[config.mk]
export PLATFORM = sky130hd
export DESIGN_NAME = windowed_loss_trend_tracker_flat
export DESIGN_NICKNAME = d
export VERILOG_FILES = /design/src/hdl/wltt_pkg.sv /design/src/hdl/wltt_ifs.sv /design/src/hdl/windowed_loss_trend_tracker.sv /design/src/flat_wrapper.sv
export SDC_FILE = /design/constraint.sdc
export NUM_CORES = 2
export LEC_CHECK = 0
export ABC_CLOCK_PERIOD_IN_PS = 7780
export BUFFER_PORTS_ARGS = -buffer_cell sky130_fd_sc_hd__clkbuf_2
export CAP_MARGIN = 20
export CORE_MARGIN = 5
export CORE_UTILIZATION = 45
export CTS_BUF_LIST = sky130_fd_sc_hd__clkbuf_8
export DETAILED_ROUTE_END_ITERATION = 16
export PLACE_DENSITY = 0.62
export SYNTH_ARGS = -nofsm -noshare
export SYNTH_HDL_FRONTEND = slang
export SYNTH_SLANG_ARGS = --single-unit
[constraint.sdc]
create_clock -name clk -period 7.78 [get_ports clk]
set_input_delay 1.556 -clock clk [delete_from_list [all_inputs] [get_ports clk]]
set_output_delay 1.556 -clock clk [all_outputs]
set_load 0.1 [all_outputs]
[src/hdl/wltt_pkg.sv]
// Shared constants for the windowed loss trend tracker.
// No dependencies; compile first.
package wltt_pkg;

	localparam int Q_W      = 24;   // Q8.16 sample and mean width
	localparam int MIN_W    = 7;    // ready threshold register width
	localparam int DIV_W    = 40;   // widest dividend: recent mean << 16
	localparam int DVS_W    = 25;   // widest divisor: overall mean + 1
	localparam int DCNT_W   = 6;    // holds DIV_W

	localparam logic [Q_W-1:0]   ONE_Q16    = 24'h010000;
	localparam logic [Q_W-1:0]   MEAN_SAT   = 24'hFFFFFF;
	localparam logic [MIN_W-1:0] MIN_RESET  = 7'd10;

endpackage

[src/hdl/wltt_ifs.sv]
// Handshake channels of the windowed loss trend tracker: sample in,
// result out and the ready threshold write port. Depends on wltt_pkg.
interface wltt_in_if import wltt_pkg::*; ();
	logic           valid;
	logic           ready;
	logic [Q_W-1:0] loss_value;
	logic           loss_finite;

	modport source (output valid, loss_value, loss_finite, input ready);
	modport sink   (input valid, loss_value, loss_finite, output ready);
endinterface

interface wltt_out_if import wltt_pkg::*; #(parameter int CNT_W = 7) ();
	logic             valid;
	logic             ready;
	logic [Q_W-1:0]   trend_ratio;
	logic             ready_res;
	logic [Q_W-1:0]   recent_mean;
	logic [Q_W-1:0]   overall_mean;
	logic [CNT_W-1:0] stored_count;

	modport source (output valid, trend_ratio, ready_res, recent_mean, overall_mean,
		stored_count, input ready);
	modport sink   (input valid, trend_ratio, ready_res, recent_mean, overall_mean,
		stored_count, output ready);
endinterface

interface wltt_cfg_if import wltt_pkg::*; ();
	logic             valid;
	logic             ready;
	logic [MIN_W-1:0] min_count;

	modport source (output valid, min_count, input ready);
	modport sink   (input valid, min_count, output ready);
endinterface

[src/hdl/windowed_loss_trend_tracker.sv]
// Windowed loss trend tracker top level: sample ring, window sum, recent
// walk and a shared bit-serial divider. Depends on wltt_pkg and wltt_ifs.
//
// One loss word in, one result word out. A finite sample goes into a ring of
// the last WINDOW_DEPTH samples (the oldest is subtracted from the running
// sum once the ring is full); then the newest k = max(1, min(n/4, RECENT_CAP))
// entries are read back one per cycle from the ring's single read port and
// summed, and a restoring divider that yields one quotient bit per cycle
// forms recent = rsum/k, overall = sum/n and, when ready, the trend
// (recent << 16)/(overall + 1), saturated. A non-finite sample only re-forms
// the trend from the held means. The divider sets the item time: a finite
// item runs ST_RD_OLD, ST_SUB (only when the ring is full), ST_WRITE,
// ST_WALK, ST_LOAD/ST_DIV/ST_STORE for recent and then for overall, and
// ST_TREND, plus the trend division when ready; a non-finite item starts at
// ST_TREND. ST_OUT waits for the result register to empty. One item is
// worked at a time; the result sits in an output register so the next sample
// can be taken while the previous result waits. The ready threshold is taken
// only while the block is idle with no result word waiting, and a pending
// threshold write takes that cycle ahead of a sample.
module windowed_loss_trend_tracker import wltt_pkg::*; #(
	parameter int WINDOW_DEPTH = 64,
	parameter int RECENT_CAP   = 10
) (
	input  logic      clk,
	input  logic      arst_n,
	wltt_in_if.sink   sample,
	wltt_out_if.source result,
	wltt_cfg_if.sink  cfg
);

	localparam int CNT_W  = $clog2(WINDOW_DEPTH + 1);
	localparam int AW     = $clog2(WINDOW_DEPTH);
	localparam int SUM_W  = Q_W + $clog2(WINDOW_DEPTH);
	localparam int K_W    = $clog2(RECENT_CAP + 1);
	localparam int RSUM_W = Q_W + K_W;
	localparam int CMP_W  = (CNT_W > MIN_W) ? CNT_W : MIN_W;

	typedef enum logic [3:0] {
		ST_IDLE, ST_RD_OLD, ST_SUB, ST_WRITE, ST_WALK,
		ST_LOAD, ST_DIV, ST_STORE, ST_TREND, ST_OUT
	} state_t;

	typedef enum logic [1:0] {OP_RECENT, OP_OVERALL, OP_RATIO} div_op_t;

	state_t           state_q;
	div_op_t          op_q;
	logic [Q_W-1:0]   smp_q;
	logic [AW-1:0]    slot_q;
	logic [AW-1:0]    ptr_q;
	logic [CNT_W-1:0] fill_q;
	logic [SUM_W-1:0] sum_q;
	logic [K_W-1:0]   iss_q;
	logic             rd_vld_s1;
	logic [RSUM_W-1:0] acc_q;
	logic [Q_W-1:0]   recent_q;
	logic [Q_W-1:0]   overall_q;
	logic [Q_W-1:0]   trend_q;
	logic [MIN_W-1:0] min_q;

	// divider
	logic [DIV_W-1:0]  dvd_q;
	logic [DVS_W-1:0]  dvs_q;
	logic [DVS_W-1:0]  rem_q;
	logic [DIV_W-1:0]  quo_q;
	logic [DCNT_W-1:0] dcnt_q;

	// result register
	logic             out_vld_q;
	logic [Q_W-1:0]   out_trend_q;
	logic             out_rdy_q;
	logic [Q_W-1:0]   out_recent_q;
	logic [Q_W-1:0]   out_overall_q;
	logic [CNT_W-1:0] out_count_q;
	logic             out_load;

	// sample ring
	logic [Q_W-1:0] ring [WINDOW_DEPTH];
	logic [Q_W-1:0] rd_data_q;
	logic [AW-1:0]  rd_addr;
	logic           ring_we;

	logic [31:0]    quarter;
	logic [K_W-1:0] k_cnt;
	logic           full;
	logic           ready_now;
	logic           issue;
	logic [DVS_W:0] shifted;
	logic [DVS_W+1:0] trial;
	logic           ge;

	// k = max(1, min(n/4, RECENT_CAP))
	always_comb begin
		quarter = 32'(fill_q) >> 2;
		if (quarter > 32'(RECENT_CAP)) begin
			k_cnt = K_W'(RECENT_CAP);
		end else if (quarter == 32'd0) begin
			k_cnt = K_W'(1);
		end else begin
			k_cnt = K_W'(quarter);
		end
	end

	assign full      = (fill_q == CNT_W'(WINDOW_DEPTH));
	assign ready_now = (CMP_W'(fill_q) >= CMP_W'(min_q));
	assign issue     = (state_q == ST_WALK) && (iss_q != k_cnt);
	assign rd_addr   = (state_q == ST_RD_OLD) ? slot_q : ptr_q;
	assign ring_we   = (state_q == ST_WRITE);

	// one restoring step: shift in the next dividend bit, trial subtract
	assign shifted = {rem_q, dvd_q[DIV_W-1]};
	assign trial   = {1'b0, shifted} - {2'b00, dvs_q};
	assign ge      = !trial[DVS_W+1];

	// a threshold write waits for an empty block and then wins the idle cycle
	assign sample.ready = (state_q == ST_IDLE) && !cfg.valid;
	assign cfg.ready    = (state_q == ST_IDLE) && !out_vld_q;

	// load the result register once it is free
	assign out_load = (state_q == ST_OUT) && (!out_vld_q || result.ready);

	assign result.valid        = out_vld_q;
	assign result.trend_ratio  = out_trend_q;
	assign result.ready_res    = out_rdy_q;
	assign result.recent_mean  = out_recent_q;
	assign result.overall_mean = out_overall_q;
	assign result.stored_count = out_count_q;

	// Ring storage: single write port, one registered read port.
	always_ff @(posedge clk) begin
		if (ring_we) begin
			ring[slot_q] <= smp_q;
		end
		rd_data_q <= ring[rd_addr];
	end

	always_ff @(posedge clk or negedge arst_n) begin
		if (!arst_n) begin
			state_q       <= ST_IDLE;
			op_q          <= OP_RECENT;
			smp_q         <= '0;
			slot_q        <= '0;
			ptr_q         <= '0;
			fill_q        <= '0;
			sum_q         <= '0;
			iss_q         <= '0;
			rd_vld_s1     <= 1'b0;
			acc_q         <= '0;
			recent_q      <= '0;
			overall_q     <= '0;
			trend_q       <= '0;
			min_q         <= MIN_RESET;
			dvd_q         <= '0;
			dvs_q         <= '0;
			rem_q         <= '0;
			quo_q         <= '0;
			dcnt_q        <= '0;
			out_vld_q     <= 1'b0;
			out_trend_q   <= '0;
			out_rdy_q     <= 1'b0;
			out_recent_q  <= '0;
			out_overall_q <= '0;
			out_count_q   <= '0;
		end else begin
			if (cfg.valid && cfg.ready) begin
				min_q <= cfg.min_count;
			end

			// raise the result word on a load, drop it once the sink takes it
			if (out_load) begin
				out_vld_q <= 1'b1;
			end else if (out_vld_q && result.ready) begin
				out_vld_q <= 1'b0;
			end

			rd_vld_s1 <= issue;

			case (state_q)
				ST_IDLE: begin
					if (sample.valid && sample.ready) begin
						smp_q <= sample.loss_value;
						if (!sample.loss_finite) begin
							state_q <= ST_TREND;
						end else if (full) begin
							state_q <= ST_RD_OLD;
						end else begin
							state_q <= ST_WRITE;
						end
					end
				end

				// fetch the oldest sample so it can leave the sum
				ST_RD_OLD: begin
					state_q <= ST_SUB;
				end

				ST_SUB: begin
					sum_q   <= sum_q - SUM_W'(rd_data_q);
					state_q <= ST_WRITE;
				end

				// store the sample, advance the slot, start the walk at the newest
				ST_WRITE: begin
					sum_q <= sum_q + SUM_W'(smp_q);
					if (!full) begin
						fill_q <= fill_q + CNT_W'(1);
					end
					slot_q  <= (slot_q == AW'(WINDOW_DEPTH - 1)) ? '0 : slot_q + AW'(1);
					ptr_q   <= slot_q;
					iss_q   <= '0;
					acc_q   <= '0;
					state_q <= ST_WALK;
				end

				// read back the newest k entries, one per cycle, oldest last
				ST_WALK: begin
					if (issue) begin
						iss_q <= iss_q + K_W'(1);
						ptr_q <= (ptr_q == '0) ? AW'(WINDOW_DEPTH - 1) : ptr_q - AW'(1);
					end
					if (rd_vld_s1) begin
						acc_q <= acc_q + RSUM_W'(rd_data_q);
					end
					if (!issue && !rd_vld_s1) begin
						op_q    <= OP_RECENT;
						state_q <= ST_LOAD;
					end
				end

				// left-align the dividend so only its real bits are walked
				ST_LOAD: begin
					rem_q <= '0;
					quo_q <= '0;
					case (op_q)
						OP_RECENT: begin
							dvd_q  <= {acc_q, {(DIV_W - RSUM_W){1'b0}}};
							dvs_q  <= DVS_W'(k_cnt);
							dcnt_q <= DCNT_W'(RSUM_W);
						end
						OP_OVERALL: begin
							dvd_q  <= {sum_q, {(DIV_W - SUM_W){1'b0}}};
							dvs_q  <= DVS_W'(fill_q);
							dcnt_q <= DCNT_W'(SUM_W);
						end
						default: begin
							dvd_q  <= {recent_q, 16'h0000};
							dvs_q  <= {1'b0, overall_q} + DVS_W'(1);
							dcnt_q <= DCNT_W'(DIV_W);
						end
					endcase
					state_q <= ST_DIV;
				end

				ST_DIV: begin
					dvd_q  <= dvd_q << 1;
					quo_q  <= {quo_q[DIV_W-2:0], ge};
					rem_q  <= ge ? trial[DVS_W-1:0] : shifted[DVS_W-1:0];
					dcnt_q <= dcnt_q - DCNT_W'(1);
					if (dcnt_q == DCNT_W'(1)) begin
						state_q <= ST_STORE;
					end
				end

				ST_STORE: begin
					case (op_q)
						OP_RECENT: begin
							recent_q <= quo_q[Q_W-1:0];
							op_q     <= OP_OVERALL;
							state_q  <= ST_LOAD;
						end
						OP_OVERALL: begin
							overall_q <= quo_q[Q_W-1:0];
							state_q   <= ST_TREND;
						end
						default: begin
							trend_q <= (quo_q[DIV_W-1:Q_W] != '0) ? MEAN_SAT : quo_q[Q_W-1:0];
							state_q <= ST_OUT;
						end
					endcase
				end

				// the ratio only counts once enough samples are held
				ST_TREND: begin
					if (ready_now) begin
						op_q    <= OP_RATIO;
						state_q <= ST_LOAD;
					end else begin
						trend_q <= ONE_Q16;
						state_q <= ST_OUT;
					end
				end

				// hold until the result register is free
				ST_OUT: begin
					if (out_load) begin
						out_trend_q   <= trend_q;
						out_rdy_q     <= ready_now;
						out_recent_q  <= recent_q;
						out_overall_q <= overall_q;
						out_count_q   <= fill_q;
						state_q       <= ST_IDLE;
					end
				end

				default: begin
					state_q <= ST_IDLE;
				end
			endcase
		end
	end

endmodule

[src/flat_wrapper.sv]
// flat-port wrapper written by rule: the top's interface ports become plain ports
module windowed_loss_trend_tracker_flat import wltt_pkg::*;
#(
	parameter int WINDOW_DEPTH = 64,
	parameter int RECENT_CAP   = 10
)
  (clk, arst_n, sample_valid, sample_loss_value, sample_loss_finite, sample_ready, result_valid, result_trend_ratio, result_ready_res, result_recent_mean, result_overall_mean, result_stored_count, result_ready, cfg_valid, cfg_min_count, cfg_ready);
  wltt_in_if sample_i ();
  wltt_out_if result_i ();
  wltt_cfg_if cfg_i ();
  input  logic clk;
  input  logic arst_n;
  input wire logic [$bits(sample_i.valid)-1:0] sample_valid;
  input wire logic [$bits(sample_i.loss_value)-1:0] sample_loss_value;
  input wire logic [$bits(sample_i.loss_finite)-1:0] sample_loss_finite;
  output wire logic [$bits(sample_i.ready)-1:0] sample_ready;
  output wire logic [$bits(result_i.valid)-1:0] result_valid;
  output wire logic [$bits(result_i.trend_ratio)-1:0] result_trend_ratio;
  output wire logic [$bits(result_i.ready_res)-1:0] result_ready_res;
  output wire logic [$bits(result_i.recent_mean)-1:0] result_recent_mean;
  output wire logic [$bits(result_i.overall_mean)-1:0] result_overall_mean;
  output wire logic [$bits(result_i.stored_count)-1:0] result_stored_count;
  input wire logic [$bits(result_i.ready)-1:0] result_ready;
  input wire logic [$bits(cfg_i.valid)-1:0] cfg_valid;
  input wire logic [$bits(cfg_i.min_count)-1:0] cfg_min_count;
  output wire logic [$bits(cfg_i.ready)-1:0] cfg_ready;
  assign sample_i.valid = sample_valid;
  assign sample_i.loss_value = sample_loss_value;
  assign sample_i.loss_finite = sample_loss_finite;
  assign sample_ready = sample_i.ready;
  assign result_valid = result_i.valid;
  assign result_trend_ratio = result_i.trend_ratio;
  assign result_ready_res = result_i.ready_res;
  assign result_recent_mean = result_i.recent_mean;
  assign result_overall_mean = result_i.overall_mean;
  assign result_stored_count = result_i.stored_count;
  assign result_i.ready = result_ready;
  assign cfg_i.valid = cfg_valid;
  assign cfg_i.min_count = cfg_min_count;
  assign cfg_ready = cfg_i.ready;
  windowed_loss_trend_tracker #(.WINDOW_DEPTH(WINDOW_DEPTH), .RECENT_CAP(RECENT_CAP)) u_core (.clk(clk), .arst_n(arst_n), .sample(sample_i), .result(result_i), .cfg(cfg_i));
endmodule
==> out/qor.yml <==
drive_gt1_share_pct: 25.91
critPathLaunchType: "flop"
die_height_um: 433.8
io_pins: 120
dieArea_um2: 188100
gr-total-overflow: 0
async_flop_share_pct: 20.33
grt_pass1_wl_um: 306000
synth_nets: 4858
stdcell_count: 7676
grt_pass1_vias: 45100
ctsHoldBuffers: 0
hold_violations: 0
tritoncts: "yes"
maxCapViolations: 0
min_delay_path_depth: 2
post_drt_wl_per_cell_um: 27.26
hp-start: "u_core.trend_q[17]"
layout_min_cycle_time_ns: 4.801
setup_tns_ns: 0
critPathBufInv: 0
critPathRequiredTime_ns: 8.65
antenna_found_initial: 11
dr_total_vias: 45150
fin_nets: 5217
r2r_end: "u_core.sum_q[29]"
synth_area_um2: 80810
setup_viol: 0
std_cell_rows: 155
rsz0062_at_grt: "false"
syn_to_final_growth_pct: 12.85
portBuffers: 119
cts_setup_buffers: 0
final_common_cell: "edfxtp_1"
postSynthCellCount: 4717
cp_top_family: "simple AND/OR/NAND/NOR gates"
crit_fanout: 7
ant_nets: 0
yosys.cell_types.count: 73
reg2reg_from: "u_core.rd_data_q[3]"
cpPeakStageDelay_ns: 0.50
worstHoldPathType: "flop to flop"
yosysWarnings: 0
cts_inserted_buffers: 340
drc: 0
irDropWorstVdd_uv: 340.3
fill_cells: 14570
wl_um: 209300
gp_congestion: 0.8494
worst_slew_pin_slew_ns: 1.108
cp-end-kind: "flop"
hpwl_um: 120700
grt_start_max_net_pins: 176
synth-edff-count: 1536
rrSetupSlack_ns: 2.98
worstPathArrival_ns: 5.67
powerDensity_nw_per_um2: 398.5
place_inst: 7088
cts_root_buffer: "clkbuf_8"
vias_per_cell: 5.882
slew_viol_final: 0
reg2reg_depth: 16
hold-path-endpoint: "u_core.trend_q[17]"
worst-setup-path-type: "flop to flop"
cts_resized: 0
start_util_pct: 45.24
drtPass1Iterations: 6
p_leak_nw: 32.92
cts_max_path_buffers: 4
crit_slowest_cell: "or3b_1"
ys_ff_latch: 1958
clk_pin_slew_ns: 0.06
fmax_mhz: 208.3
yosysSeqAreaShare_pct: 70.00
drt_iter0_drc: 4248
worstSetupStartpoint: "u_core.rd_data_q[3]"
mostFrequentLayoutCells: "edfxtp_1 (1536), mux4_2 (384), dfrtp_1 (371)"
post-route-period-util_pct: 61.71
clock-sinks: 1958
clock_latency_ns: 1.02
die_w_um: 433.8
grt_use_total_pct: 22.12
slew_headroom_pct: 26.10
yosys_most_used_dff: "edfxtp_1"
htree_levels: 5
status: "complete, no violations"
clock_skew_ns: 0.1089
coreArea_um2: 178600
cp_cell_sequence: "or3_1, nor2_1, nand3_1, or3_1, or3b_1, o31a_1, o31ai_1, ha_1, nand3_1, nor3_1, o311ai_0, a31oi_1, o211ai_1, a32oi_1, mux2i_1, xnor2_1"
synth.avg_cell_area_um2: 17.13
fin_util_pct: 51.06
worst register-to-register path: cells and delay by family (launching register included):
kind                     cells  cell delay, ns
multiplexers                 1            0.24
flip-flops                   1            0.35
adder cells (fa/ha/maj)      1            0.31
AO/OA/AOI/OAI                6            1.52
XOR/XNOR                     1            0.13
AND/OR/NAND/NOR              7            2.11
flip-flops by register name (all words and copies together), names as in the netlist, 25 cells and up:
signal / count
u_core.sum_q: 30
u_core.dvd_q: 30
u_core.quo_q: 40
u_core.acc_q: 28
u_core.rem_q: 25
u_core.ring: 1536
u_core.dvs_q: 25
metrics by stage:
step / cell area [um^2] / power [mW] / hold slack, ns / setup slack (ns)
6_report: 91190 / 36.34 / 0.4767 / 2.979
5_1_grt: 91190 / 38.26 / 0.5022 / 2.634
4_1_cts: 91150 / 36.62 / 0.4823 / 3.000
3_5_place_dp: 85030 / 27.96 / 0.4706 / 2.951
3_3_place_gp: 84970 / 27.78 / 0.4604 / 2.564
2_1_floorplan: 80810 / 23.21 / 0.4411 / 3.386
how the worst max path moves through the flow:
stage | end | cells after the start
4_1_cts | u_core.rd_data_q[1] | 12
3_3_place_gp | u_core.rd_data_q[6] | 12
6_report | u_core.sum_q[29] | 16
5_1_grt | u_core.sum_q[29] | 17
3_5_place_dp | u_core.rd_data_q[1] | 12
2_1_floorplan | sample_ready | 1
per-layer routing:
layer / part of all wire, % / GRT usage [%] / vias to the layer above
met4: 3.5 / 7.831 / 4
met5: 0.011 / 0 / -
met1: 42 / 31.12 / 23550
li1: - / - / 19440
met2: 48 / 35.01 / 1771
met3: 7.2 / 3.982 / 381
cells by family after synthesis:
family                     after synthesis  synth area share [%]
buffers and inverters                  319                 1.584
xor gates and xnor gates               120                 1.301
DFF                                   1958                 70.00
adders and majority gates              105                 1.651
and+or+nand+nor                        680                 3.996
muxes                                  701                 14.91
AOI/OAI and AO/OA                      834                 6.551
cell usage after synthesis (12+ instances only):
master | instances | share of area [%]
a21oi_1 | 239 | 1.5
dfxtp_1 | 24 | 0.59
a22o_1 | 48 | 0.52
buf_2 | 63 | 0.39
ha_1 | 101 | 1.6
xnor2_1 | 62 | 0.67
mux2i_1 | 133 | 1.6
inv_1 | 62 | 0.29
o21ai_0 | 165 | 1.0
a22oi_1 | 50 | 0.46
nand4_1 | 17 | 0.13
a21o_1 | 56 | 0.52
xor2_1 | 58 | 0.63
dfrtp_1 | 396 | 12
nor3_1 | 28 | 0.17
nand2b_1 | 22 | 0.17
clkbuf_1 | 168 | 0.78
mux2_2 | 184 | 2.6
nor2_1 | 191 | 0.89
edfxtp_1 | 1536 | 57
a31oi_1 | 15 | 0.12
mux4_2 | 384 | 11
nor2b_1 | 107 | 0.83
a211oi_1 | 109 | 1.0
nand3_1 | 41 | 0.25
o22ai_1 | 45 | 0.35
nand2_1 | 206 | 0.96
o31ai_1 | 14 | 0.13
o21a_1 | 12 | 0.11
buf_1 | 25 | 0.12
layout make-up:
| cell class | instances | area (um^2) | share of cell area, % |
|---|---|---|---|
| timing repair buffer | 274 | 1997 | 2.190 |
| multi-input combinational | 2440 | 23280 | 25.53 |
| inverter | 62 | 232.7 | 0.2552 |
| clock inverter | 212 | 1045 | 1.146 |
| tap | 2355 | 2947 | 3.231 |
| antenna | 6 | 15.01 | 0.01646 |
| sequential | 1958 | 56600 | 62.06 |
| clock buffer | 369 | 5079 | 5.569 |
power by group:
part | switching (mW) | internal (mW) | leakage (nW)
logic | 8.54 | 5.27 | 9.99
registers | 0.766 | 13.2 | 19.4
clock network | 4.03 | 4.56 | 3.58
No activity file was read; power rests on OpenSTA's default activity.
